==> src/hw/rtl/ist_pkg.sv <==
// ----------------------------------------------------------------------------
// ist_pkg: shared types and constants of the INI stream tokenizer
// Transaction payloads, byte classes, parser states and token codes.
// ----------------------------------------------------------------------------
package ist_pkg;

	// Default length limits.
	localparam int KEY_MAX_DEF     = 127;
	localparam int VALUE_MAX_DEF   = 255;
	localparam int SECTION_MAX_DEF = 127;

	// Depth of the queue between the classifier and the parser.
	localparam int QUEUE_DEPTH = 4;

	localparam logic [15:0] PAIR_COUNT_MAX = 16'hFFFF;

	// Character constants.
	localparam logic [7:0] CH_BACKSLASH = 8'h5C;
	localparam logic [7:0] CH_LBRACKET  = 8'h5B;
	localparam logic [7:0] CH_RBRACKET  = 8'h5D;
	localparam logic [7:0] CH_SEMICOLON = 8'h3B;
	localparam logic [7:0] CH_HASH      = 8'h23;
	localparam logic [7:0] CH_COLON     = 8'h3A;
	localparam logic [7:0] CH_EQUALS    = 8'h3D;
	localparam logic [7:0] CH_UNDERSCORE = 8'h5F;
	localparam logic [7:0] CH_MINUS     = 8'h2D;
	localparam logic [7:0] CH_PERIOD    = 8'h2E;
	localparam logic [7:0] CH_SPACE     = 8'h20;
	localparam logic [7:0] CH_TAB       = 8'h09;
	localparam logic [7:0] CH_LF        = 8'h0A;
	localparam logic [7:0] CH_CR        = 8'h0D;

	// Command codes of an input item.
	localparam logic CMD_BYTE = 1'b0;
	localparam logic CMD_EOF  = 1'b1;

	// Token kinds.
	typedef enum logic [2:0] {
		KIND_SECT_START = 3'd0,
		KIND_SECT_CHAR  = 3'd1,
		KIND_SECT_END   = 3'd2,
		KIND_KEY_CHAR   = 3'd3,
		KIND_VAL_CHAR   = 3'd4,
		KIND_PAIR_END   = 3'd5,
		KIND_ERROR      = 3'd6,
		KIND_DONE       = 3'd7
	} kind_t;

	// Error codes.
	typedef enum logic [1:0] {
		ERR_BAD_KEY   = 2'd0,
		ERR_NO_DELIM  = 2'd1,
		ERR_EMPTY_VAL = 2'd2,
		ERR_TOO_LONG  = 2'd3
	} err_t;

	// Parser states.
	typedef enum logic [2:0] {
		ST_PRE_KEY  = 3'd0,
		ST_COMMENT  = 3'd1,
		ST_KEY      = 3'd2,
		ST_POST_KEY = 3'd3,
		ST_PRE_VAL  = 3'd4,
		ST_VAL      = 3'd5,
		ST_SECTION  = 3'd6
	} parse_state_t;

	// Input transaction.
	typedef struct packed {
		logic       cmd;
		logic [7:0] char_in;
	} item_t;

	// Output transaction.
	typedef struct packed {
		logic [2:0]  kind;
		logic [7:0]  char_out;
		logic [6:0]  key_length;
		logic [7:0]  value_length;
		logic [1:0]  error_code;
		logic        file_ok;
		logic [15:0] pair_count;
	} token_t;

	// Classified byte, as queued for the parser.
	typedef struct packed {
		logic       eof;
		logic       bslash;
		logic       cr;
		logic       nl;
		logic       key_char;
		logic       blank;
		logic       open;
		logic       close;
		logic       comment;
		logic       delim;
		logic [7:0] ch;
	} cls_t;

endpackage

==> src/hw/rtl/ini_stream_tokenizer.sv <==
// ----------------------------------------------------------------------------
// ini_stream_tokenizer: streaming INI text tokenizer
// Classifies text bytes, queues them and parses them into section, key,
// value, pair-end, error and done tokens.
//
//   channel  | direction | handshake                | payload
//   ---------+-----------+--------------------------+-----------------------
//   item     | in        | item_valid / item_stall  | item_t  (cmd, char_in)
//   token    | out       | token_valid / token_stall| token_t (kind .. count)
//
// One byte per cycle is taken while the queue is not full; the parse machine
// updates its state registers once per popped byte, so one transaction per
// cycle while the output is not stalled. A byte passes through a queue entry
// before its token is loaded into the token register.
// The four-entry byte queue keeps taking input while a token waits.
// Reset clears the parse state, queue pointers and the token valid flag.
// item_stall rises only when the queue is full.
// ----------------------------------------------------------------------------
module ini_stream_tokenizer import ist_pkg::*; #(
	parameter int KEY_MAX     = KEY_MAX_DEF,
	parameter int VALUE_MAX   = VALUE_MAX_DEF,
	parameter int SECTION_MAX = SECTION_MAX_DEF
) (
	input  logic   clk,
	input  logic   arst_n,
	input  logic   item_valid,
	output logic   item_stall,
	input  item_t  item,
	output logic   token_valid,
	input  logic   token_stall,
	output token_t token
);

	logic push;
	cls_t push_data;
	logic pop;
	logic full;
	logic not_empty;
	cls_t head;

	// Classifier.
	ist_front u_front (
		.item_valid (item_valid),
		.item_stall (item_stall),
		.item       (item),
		.queue_full (full),
		.push       (push),
		.push_data  (push_data)
	);

	// Byte queue.
	ist_queue u_queue (
		.clk       (clk),
		.arst_n    (arst_n),
		.push      (push),
		.push_data (push_data),
		.pop       (pop),
		.full      (full),
		.not_empty (not_empty),
		.head      (head)
	);

	// Parser.
	ist_back #(
		.KEY_MAX     (KEY_MAX),
		.VALUE_MAX   (VALUE_MAX),
		.SECTION_MAX (SECTION_MAX)
	) u_back (
		.clk         (clk),
		.arst_n      (arst_n),
		.q_not_empty (not_empty),
		.q_head      (head),
		.pop         (pop),
		.token_valid (token_valid),
		.token_stall (token_stall),
		.token       (token)
	);

endmodule

==> src/hw/rtl/ist_front.sv <==
// ----------------------------------------------------------------------------
// ist_front: input side of the INI stream tokenizer
// Accepts input transactions and classifies each byte for the parser.
// ----------------------------------------------------------------------------
module ist_front import ist_pkg::*; (
	input  logic  item_valid,
	output logic  item_stall,
	input  item_t item,
	input  logic  queue_full,
	output logic  push,
	output cls_t  push_data
);

	logic [7:0] c;

	assign c = item.char_in;

	// Stall only when the queue has no room left.
	assign item_stall = queue_full;
	assign push       = item_valid && !queue_full;

	// Byte classification.
	always_comb begin
		push_data.eof      = (item.cmd == CMD_EOF);
		push_data.bslash   = (c == CH_BACKSLASH);
		push_data.cr       = (c == CH_CR);
		push_data.nl       = (c == CH_LF);
		push_data.key_char = (c >= 8'h30 && c <= 8'h39) || (c >= 8'h61 && c <= 8'h7A) ||
			(c >= 8'h41 && c <= 8'h5A) || (c == CH_UNDERSCORE) || (c == CH_MINUS) ||
			(c == CH_PERIOD);
		push_data.blank    = (c == CH_SPACE) || (c == CH_TAB);
		push_data.open     = (c == CH_LBRACKET);
		push_data.close    = (c == CH_RBRACKET);
		push_data.comment  = (c == CH_SEMICOLON) || (c == CH_HASH);
		push_data.delim    = (c == CH_COLON) || (c == CH_EQUALS);
		push_data.ch       = c;
	end

endmodule

==> src/hw/rtl/ist_queue.sv <==
// ----------------------------------------------------------------------------
// ist_queue: queue of classified bytes
// Decouples the classifier from the parser so that each side stalls alone.
// ----------------------------------------------------------------------------
module ist_queue import ist_pkg::*; (
	input  logic clk,
	input  logic arst_n,
	input  logic push,
	input  cls_t push_data,
	input  logic pop,
	output logic full,
	output logic not_empty,
	output cls_t head
);

	localparam int PW = (QUEUE_DEPTH > 1) ? $clog2(QUEUE_DEPTH) : 1;
	localparam int CW = $clog2(QUEUE_DEPTH + 1);

	cls_t          entries_q [QUEUE_DEPTH];
	logic [PW-1:0] wr_ptr_q;
	logic [PW-1:0] rd_ptr_q;
	logic [CW-1:0] count_q;

	assign full      = (count_q == CW'(QUEUE_DEPTH));
	assign not_empty = (count_q != '0);
	assign head      = entries_q[rd_ptr_q];

	// Entry storage.
	always_ff @(posedge clk) begin
		if (push) begin
			entries_q[wr_ptr_q] <= push_data;
		end
	end

	// Pointers and fill count.
	always_ff @(posedge clk or negedge arst_n) begin
		if (!arst_n) begin
			wr_ptr_q <= '0;
			rd_ptr_q <= '0;
			count_q  <= '0;
		end else begin
			if (push) begin
				wr_ptr_q <= (wr_ptr_q == PW'(QUEUE_DEPTH - 1)) ? '0 : wr_ptr_q + 1'b1;
			end
			if (pop) begin
				rd_ptr_q <= (rd_ptr_q == PW'(QUEUE_DEPTH - 1)) ? '0 : rd_ptr_q + 1'b1;
			end
			if (push && !pop) begin
				count_q <= count_q + 1'b1;
			end else if (pop && !push) begin
				count_q <= count_q - 1'b1;
			end
		end
	end

`ifndef SYNTHESIS
	a_count_bound: assert property (@(posedge clk) disable iff (!arst_n)
		count_q <= CW'(QUEUE_DEPTH))
		else $error("queue count exceeds depth");
	a_no_pop_empty: assert property (@(posedge clk) disable iff (!arst_n)
		pop |-> not_empty)
		else $error("pop from empty queue");
	a_no_push_full: assert property (@(posedge clk) disable iff (!arst_n)
		push |-> !full)
		else $error("push into full queue");
`endif

endmodule

==> src/hw/rtl/ist_back.sv <==
// ----------------------------------------------------------------------------
// ist_back: parser of the INI stream tokenizer
// Runs the seven-state parse machine on queued bytes and registers tokens.
// ----------------------------------------------------------------------------
module ist_back import ist_pkg::*; #(
	parameter int KEY_MAX     = KEY_MAX_DEF,
	parameter int VALUE_MAX   = VALUE_MAX_DEF,
	parameter int SECTION_MAX = SECTION_MAX_DEF
) (
	input  logic   clk,
	input  logic   arst_n,
	input  logic   q_not_empty,
	input  cls_t   q_head,
	output logic   pop,
	output logic   token_valid,
	input  logic   token_stall,
	output token_t token
);

	localparam int KLW = $clog2(KEY_MAX + 1);
	localparam int VLW = $clog2(VALUE_MAX + 1);
	localparam int SLW = $clog2(SECTION_MAX + 1);

	parse_state_t   state_q, state_d;
	logic           esc_q, esc_d;
	logic           err_q, err_d;
	logic [KLW-1:0] key_len_q, key_len_d;
	logic [VLW-1:0] val_len_q, val_len_d;
	logic [VLW-1:0] trim_len_q, trim_len_d;
	logic [SLW-1:0] sect_len_q, sect_len_d;
	logic [15:0]    pairs_q, pairs_d;

	logic           res_valid;
	token_t         res;
	logic           out_valid_q;
	token_t         out_q;
	cls_t           b;

	assign b           = q_head;
	assign pop         = q_not_empty && (!out_valid_q || !token_stall);
	assign token_valid = out_valid_q;
	assign token       = out_q;

	// Next state and token for the byte at the head of the queue.
	always_comb begin
		state_d    = state_q;
		esc_d      = esc_q;
		err_d      = err_q;
		key_len_d  = key_len_q;
		val_len_d  = val_len_q;
		trim_len_d = trim_len_q;
		sect_len_d = sect_len_q;
		pairs_d    = pairs_q;
		res_valid  = 1'b0;
		res        = '0;

		priority if (b.eof) begin
			res_valid     = 1'b1;
			res.kind      = KIND_DONE;
			res.file_ok   = !err_q;
			res.pair_count = pairs_q;
			state_d    = ST_PRE_KEY;
			esc_d      = 1'b0;
			err_d      = 1'b0;
			key_len_d  = '0;
			val_len_d  = '0;
			trim_len_d = '0;
			sect_len_d = '0;
			pairs_d    = '0;
		end else if (err_q) begin
			// Bytes after an error are dropped until end of file.
		end else if (!esc_q && b.bslash) begin
			esc_d = 1'b1;
		end else if (b.cr) begin
			// Carriage returns are dropped, even when escaped.
		end else begin
			unique case (state_q)
				ST_PRE_KEY: begin
					if (esc_q || b.key_char) begin
						esc_d = 1'b0;
						if (!(esc_q && b.nl)) begin
							key_len_d    = KLW'(1);
							val_len_d    = '0;
							trim_len_d   = '0;
							state_d      = ST_KEY;
							res_valid    = 1'b1;
							res.kind     = KIND_KEY_CHAR;
							res.char_out = b.ch;
						end
					end else if (b.open) begin
						sect_len_d = '0;
						state_d    = ST_SECTION;
						res_valid  = 1'b1;
						res.kind   = KIND_SECT_START;
					end else if (b.comment) begin
						state_d = ST_COMMENT;
					end
				end
				ST_COMMENT: begin
					if (b.nl) begin
						if (esc_q) begin
							esc_d = 1'b0;
						end else begin
							state_d = ST_PRE_KEY;
						end
					end
				end
				ST_KEY: begin
					if (esc_q || b.key_char) begin
						esc_d = 1'b0;
						if (!(esc_q && b.nl)) begin
							res_valid = 1'b1;
							if (key_len_q >= KLW'(KEY_MAX)) begin
								err_d          = 1'b1;
								res.kind       = KIND_ERROR;
								res.error_code = ERR_TOO_LONG;
							end else begin
								key_len_d    = key_len_q + 1'b1;
								res.kind     = KIND_KEY_CHAR;
								res.char_out = b.ch;
							end
						end
					end else if (b.blank) begin
						state_d = ST_POST_KEY;
					end else if (b.delim) begin
						state_d = ST_PRE_VAL;
					end else begin
						err_d          = 1'b1;
						res_valid      = 1'b1;
						res.kind       = KIND_ERROR;
						res.error_code = ERR_BAD_KEY;
					end
				end
				ST_POST_KEY: begin
					if (b.delim) begin
						state_d = ST_PRE_VAL;
					end else if (b.nl) begin
						if (!esc_q) begin
							err_d          = 1'b1;
							res_valid      = 1'b1;
							res.kind       = KIND_ERROR;
							res.error_code = ERR_NO_DELIM;
						end else begin
							esc_d = 1'b0;
						end
					end
				end
				ST_PRE_VAL, ST_VAL: begin
					if (esc_q || (!b.nl && !b.comment &&
						!(state_q == ST_PRE_VAL && b.blank))) begin
						// Value character, with the trimmed length tracked.
						esc_d     = 1'b0;
						state_d   = ST_VAL;
						res_valid = 1'b1;
						if (val_len_q >= VLW'(VALUE_MAX)) begin
							err_d          = 1'b1;
							res.kind       = KIND_ERROR;
							res.error_code = ERR_TOO_LONG;
						end else begin
							val_len_d = val_len_q + 1'b1;
							if (!b.blank) begin
								trim_len_d = val_len_q + 1'b1;
							end
							res.kind     = KIND_VAL_CHAR;
							res.char_out = b.ch;
						end
					end else if (state_q == ST_PRE_VAL) begin
						if (b.nl) begin
							err_d          = 1'b1;
							res_valid      = 1'b1;
							res.kind       = KIND_ERROR;
							res.error_code = ERR_EMPTY_VAL;
						end
					end else begin
						// End of the value: report the pair.
						res_valid        = 1'b1;
						res.kind         = KIND_PAIR_END;
						res.key_length   = 7'(key_len_q);
						res.value_length = 8'(trim_len_q);
						if (pairs_q != PAIR_COUNT_MAX) begin
							pairs_d = pairs_q + 1'b1;
						end
						key_len_d  = '0;
						val_len_d  = '0;
						trim_len_d = '0;
						state_d    = b.nl ? ST_PRE_KEY : ST_COMMENT;
					end
				end
				ST_SECTION: begin
					res_valid = 1'b1;
					if (esc_q || !b.close) begin
						esc_d = 1'b0;
						if (sect_len_q >= SLW'(SECTION_MAX)) begin
							err_d          = 1'b1;
							res.kind       = KIND_ERROR;
							res.error_code = ERR_TOO_LONG;
						end else begin
							sect_len_d   = sect_len_q + 1'b1;
							res.kind     = KIND_SECT_CHAR;
							res.char_out = b.ch;
						end
					end else begin
						state_d  = ST_PRE_KEY;
						res.kind = KIND_SECT_END;
					end
				end
				default: begin
					state_d = ST_PRE_KEY;
				end
			endcase
		end
	end

	// Parser state registers.
	always_ff @(posedge clk or negedge arst_n) begin
		if (!arst_n) begin
			state_q    <= ST_PRE_KEY;
			esc_q      <= 1'b0;
			err_q      <= 1'b0;
			key_len_q  <= '0;
			val_len_q  <= '0;
			trim_len_q <= '0;
			sect_len_q <= '0;
			pairs_q    <= '0;
		end else if (pop) begin
			state_q    <= state_d;
			esc_q      <= esc_d;
			err_q      <= err_d;
			key_len_q  <= key_len_d;
			val_len_q  <= val_len_d;
			trim_len_q <= trim_len_d;
			sect_len_q <= sect_len_d;
			pairs_q    <= pairs_d;
		end
	end

	// Output register: loads on a pop, empties when its transaction is taken.
	always_ff @(posedge clk or negedge arst_n) begin
		if (!arst_n) begin
			out_valid_q <= 1'b0;
		end else if (pop) begin
			out_valid_q <= res_valid;
		end else if (out_valid_q && !token_stall) begin
			out_valid_q <= 1'b0;
		end
	end

	always_ff @(posedge clk) begin
		if (pop && res_valid) begin
			out_q <= res;
		end
	end

`ifndef SYNTHESIS
	a_key_bound: assert property (@(posedge clk) disable iff (!arst_n)
		key_len_q <= KLW'(KEY_MAX))
		else $error("key length beyond limit");
	a_trim_le_len: assert property (@(posedge clk) disable iff (!arst_n)
		trim_len_q <= val_len_q)
		else $error("trimmed value length exceeds value length");
	a_sect_bound: assert property (@(posedge clk) disable iff (!arst_n)
		sect_len_q <= SLW'(SECTION_MAX))
		else $error("section length beyond limit");
	a_quiet_after_error: assert property (@(posedge clk) disable iff (!arst_n)
		(pop && err_q && res_valid) |-> (res.kind == KIND_DONE))
		else $error("token other than done after an error");
`endif

endmodule

==> config.mk <==
export PLATFORM = sky130hd
export DESIGN_NAME = ini_stream_tokenizer
export DESIGN_NICKNAME = d
export VERILOG_FILES = /design/src/hw/rtl/ist_pkg.sv /design/src/hw/rtl/ini_stream_tokenizer.sv /design/src/hw/rtl/ist_front.sv /design/src/hw/rtl/ist_queue.sv /design/src/hw/rtl/ist_back.sv
export SDC_FILE = /design/constraint.sdc
export NUM_CORES = 1
export LEC_CHECK = 0
export BUFFER_PORTS_ARGS = -buffer_cell sky130_fd_sc_hd__buf_2
export CAP_MARGIN = 25
export CELL_PAD_IN_SITES_DETAIL_PLACEMENT = 0
export CELL_PAD_IN_SITES_GLOBAL_PLACEMENT = 1
export CORE_MARGIN = 2
export CORE_UTILIZATION = 45
export DETAILED_ROUTE_END_ITERATION = 10
export GPL_TIMING_DRIVEN = 0
export PLACE_DENSITY = 0.82
export SLEW_MARGIN = 20
export SYNTH_ARGS = -nofsm -noshare
export SYNTH_HDL_FRONTEND = slang
export SYNTH_HIERARCHICAL = 1
export SYNTH_SLANG_ARGS = --single-unit
==> constraint.sdc <==
create_clock -name clk -period 5.93 [get_ports clk]
set_clock_uncertainty 0.1 [all_clocks]
set_input_delay 0.593 -clock clk [delete_from_list [all_inputs] [get_ports clk]]
set_output_delay 0.593 -clock clk [all_outputs]
set_load 0.02 [all_outputs]
Word level (Yosys, flattened, before mapping)
Memories as Yosys holds them, arrays and structs flattened. Index checks and enable logic that the tools add are counted.

RAM bits: 72. Output and inout port bits: 47. Logic and storage cells: 307. Memories kept: 1. Bits in registers: 104. Input bits: 13.

Equality and inequality tests: 54. Mux-type cells: 157. Reductions and logical operators: 58. $lt $le $gt $ge: 9. Add/subtract/negate cells: 8. Bitwise operators: 1.

Memories: u_queue.entries_q (depth 4, bits a word 18, rd ports 1, clocked after memory_dff 0, wr ports 1, RTL line ist_queue.sv:19) `cls_t entries_q [QUEUE_DEPTH];`.

Operator list (count): $mux 8 (23); $mux 7 (19); $mux 16 (8); $mux 3 (30); $mux 28 (3); $eq 8x6->1 const B (7); $mux 15 (3); $mux 1 (43); $ne 3x3->1 const B (11); $eq 8x7->1 const B (4); $pmux 8 s2 (2); $pmux 8 s4 (1); $mux 2 (15); $eq 8x4->1 const B (3); $pmux 7 s3 (1); $pmux 3 s6 (1); $reduce_and 9->1 (2); $add 16x1->16 const B (1); $ge 8x7->1 const B (2); $le 8x7->1 const B (2); $ne 16x16->1 const B (1); $reduce_and 8->1 (2); $pmux 3 s5 (1); $add 7x1->7 const B (2); other kinds (42) (100).

Logic depth before layout (Yosys ltp)
Depth after elaboration: 12. Mapped depth: 10. Mapped depth without buffers: 10.

By module
The synthesis kept the hierarchy.

Modules (own cells, without submodules): ist_back (sequential area each 2652.5 sq um, area an instance 5089.9 sq um, cells an instance 490, instances 1); ist_queue (sequential area each 2337.2 sq um, area an instance 3016.6 sq um, cells an instance 131, instances 1); ist_front (sequential area each 0.0 sq um, area an instance 340.3 sq um, cells an instance 49, instances 1).

Worst setup path after synthesis
No wires, ideal clock.

Path kind: register to register. From: register u_queue.rd_ptr_q[0]. To: register u_back.out_q, in the netlist u_back/token[0], enable pin. Period minus slack after synthesis: 5.544 ns. Buffers on the path: 1. Required time: 5.327 ns. Stages on the path, launching flop included: 8. Setup time: 0.503 ns. Path slack: 0.386 ns. Data arrival time: 4.941 ns. Cell sequence: dfrtp_1 > buf_6 > mux4_2 > nand2b_1 > or3_1 > nand4_1 > nor2_1 > nor3_1.

RTL lines: start, declared (RTL line ist_queue.sv:21) `logic [PW-1:0] rd_ptr_q;`; start signal, assigned (RTL line ist_queue.sv:46) `rd_ptr_q <= (rd_ptr_q == PW'(QUEUE_DEPTH - 1)) ? '0 : rd_ptr_q + 1'b1;`; end signal, assigned (RTL line ist_back.sv:250) `out_q <= res;`; end, declared (RTL line ist_back.sv:36) `token_t out_q;`.

==> summary.txt <==
Outcome = finished, final reports clean
Synth-to-Final Area Change = 14.63%
Mapped cell area = 8447 sq um
Most frequent cells in the layout = edfxtp_1, buf_2, dfrtp_1
Pwr Total = 5.014 mW
Most common cell after layout, fill and taps aside = edfxtp_1
Antenna violations before repair = 0
Drc violations = 0
Syn Nets = 694
Placed Area = 9086 sq um
Crit end category = flip-flop
CP Cell Sequence = buf_6 > mux4_2 > clkbuf_1 > clkbuf_1 > clkbuf_1 > a21oi_1 > nor3_2 > buf_6 > buf_4
Max H-tree Level = 4
CTS max path bufs = 2
Max Cap Viol = 0
R2R cell count = 9
YS warnings = 6
DR WL/cell = 18.73 um
Total GRT Usage = 19.67%
Synth unique cells = 69
PortBufs = 57
Worst R2R Setup Slack = 1.81 ns
Met1 Usage GRT = 24.69%
Worst setup startpoint = u_queue/rd_ptr_q[0]
Final count of negative-setup-slack endpoints = 0
Register area share after synthesis = 59.07%
Hpwl dp = 13.16 mm
Clk root buf = clkbuf_16
Total iterations of the first detailed-routing run = 5
Layout cells sized above 1 = 20.37%
Reg clk slew, reported paths = 0.08 ns
Filler cells = 1,585
Max-slew headroom at the worst pin = 33.23%
Grt ovf = 0
IO Count = 60
Die Y = 141.0 um
Period Utilization, post-route = 69.42%
Starting Density = 45.46%
Routed vias = 5,901
Post-synth EDFFs = 117
Detailed-route wire length = 18.73 mm
Largest net degree at the start of global routing = 60
Most used routing layer = met2
Unrepaired setup endpoints after global routing = false
Post-Syn Instances = 670
RePlAce Congestion = 0.9153
Fin area = 9683 sq um
Max incr delay on CP = 0.67 ns
Rows = 50
Hold Path Class = in -> async
Global-route wire length before repair = 30.48 mm
CTS buffer count = 17
CP Max Fanout = 12
Critical path class = reg -> reg
Vias/cell = 5.901
Max Clk Rate = 0.2429 GHz
# resized after CTS = 0
Area of the core = 18,580 sq um
Ys flop type = edfxtp_1
Post-CTS Hold Buffers = 0
Hold Vio Cnt, Final = 0
Die X = 141.0 um
Met2 GRT Util = 33.53%
CTS tree = done
Fin crit period = 4.117 ns
R2R Path End = u_back/token[26]
Worst path most repeated cell = clkbuf_1
Post-CTS setup buffers = 0
Die ar. = 19,880 sq um
PwrDens = 517.8 nW/um^2
Startpoint types = flip-flop
Clk sink count = 176
Avg Cell Area, Syn = 12.61 sq um
Final ANT Viol Nets = 0
Final net count = 777
Antenna cells = 0
Final Max Tran Viols = 0
Fraction of registers with async set/reset = 33.52%
Critical Path AT = 4.15 ns
Met3 Usage GRT = 3.872%
Least-Margin Pin Slew = 1.002 ns
Number of global-route vias before repair = 5,946
Critical path data required time = 5.97 ns
RR Startpoint = u_queue/rd_ptr_q[0]
Crit path to = u_back/token[26]
Leakage power total = 3.551 nW
Synth Register Bits = 176
Critical path's slowest cell = nor3_2
Peak VDD IR = 0.2517 mV
Clock latency at the later pin of the worst-skew pair = 0.44 ns
Iteration-0 DRC Markers = 434
layer usage:
metal	wire, um	vias to the layer above
li1	-	2742
met1	8110	2909
met2	9431	223
met3	848	27
met4	341	0
met5	0	-
through the flow:
step	hold WS, ns	setup TNS (ns)	utilization (%)	worst slack [ns]	instances
detailed placement	0.3677	0	48.90	1.860	967
global placement	0.3678	-80.06	48.57	-1.783	961
CTS	0.1549	0	52.09	1.814	999
finish	0.1271	0	52.11	1.813	1000
floorplan	0.1974	0	-	0.3860	670
global route	0.1942	0	52.11	1.625	1000
worst min-delay path by stage:
stage                                end  cells past startpoint
floorplan                   u_back/err_q                      0
global route         u_back/val_len_q[3]                      1
CTS                  u_back/val_len_q[2]                      1
finish               u_back/val_len_q[3]                      1
global placement    u_back/trim_len_q[7]                      1
detailed placement  u_back/trim_len_q[3]                      1
final cells by class:
type                    count  area (sq um)  area share, %
multi-input cells         434          3162          32.65
well taps                 234         292.8          3.024
flip-flops and latches    176          4990          51.53
clock buffers              17         425.4          4.393
inverters                  22         82.58         0.8528
repair buffers             64         346.6          3.579
plain buffers              38         217.7          2.248
clock inverters            15         166.4          1.719
Yosys cell counts, types with 3 or more instances:
cell	n	share of area [%]
edfxtp_1	117	42
dfrtp_1	59	17
and2_1	43	3.2
nand2_1	38	1.7
nor2_1	36	1.6
a21oi_1	27	1.6
inv_1	22	0.98
clkbuf_1	20	0.89
o21ai_0	19	1.1
mux4_2	18	4.8
nand3_1	16	0.95
nor3_1	16	0.95
o31ai_1	16	1.4
nand2b_1	14	1.0
nor4_1	13	0.96
buf_4	11	0.98
nor2b_1	11	0.81
ha_1	10	1.5
mux2_2	10	1.3
o2bb2ai_1	10	1.0
or4_1	8	0.71
and3_1	7	0.52
nand4_1	7	0.52
xnor2_1	7	0.73
a31oi_1	6	0.44
or2_2	6	0.44
or3_1	6	0.44
a211o_1	5	0.52
mux2i_1	5	0.59
o21a_1	5	0.44
a2bb2oi_1	4	0.41
and4_1	4	0.41
buf_6	4	0.53
o211ai_1	4	0.36
o22a_1	4	0.41
o22ai_1	4	0.30
a2111oi_0	3	0.31
a211oi_1	3	0.27
a21o_1	3	0.27
a221oi_1	3	0.31
nor3b_1	3	0.27
nor4b_1	3	0.31
xor2_1	3	0.31
flip-flops by register name, summed over array words and instances, names as in the netlist:
name / count
u_back/err_q: 1
u_back/esc_q: 1
u_back/key_len_q: 7
u_back/pairs_q: 16
u_back/sect_len_q: 7
u_back/state_q: 3
u_back/token: 45
u_back/token_valid: 1
u_back/trim_len_q: 8
u_back/val_len_q: 8
u_queue/count_q: 3
u_queue/entries_q: 72
u_queue/rd_ptr_q: 2
u_queue/wr_ptr_q: 2
worst max-delay path, delay by kind of cell (launching register included):
family	cells	cell delay [ns]
AND/OR/NAND/NOR	1	0.67
multiplexers	1	0.33
AO/OA/AOI/OAI	1	0.22
buffers and inverters	6	2.05
flip-flops	1	0.42
report_power, final:
group	switching, mW	internal [mW]	leakage [nW]	total [mW]
sequential	0.122	1.74	1.87	1.86
clock	0.528	0.565	0.287	1.09
combinational	1.35	0.709	1.39	2.06
cell families after synthesis:
| kind of cell | count (synthesis) | synth area share [%] |
|---|---|---|
| and+or+nand+nor | 237 | 15.48 |
| DFF | 176 | 59.07 |
| muxes | 33 | 6.725 |
| xor gates and xnor gates | 10 | 1.037 |
| AOI/OAI and AO/OA | 143 | 12.41 |
| buffers and inverters | 60 | 3.555 |
| adders and majority gates | 11 | 1.718 |
Note: power is estimated with default switching activity, not from simulation.
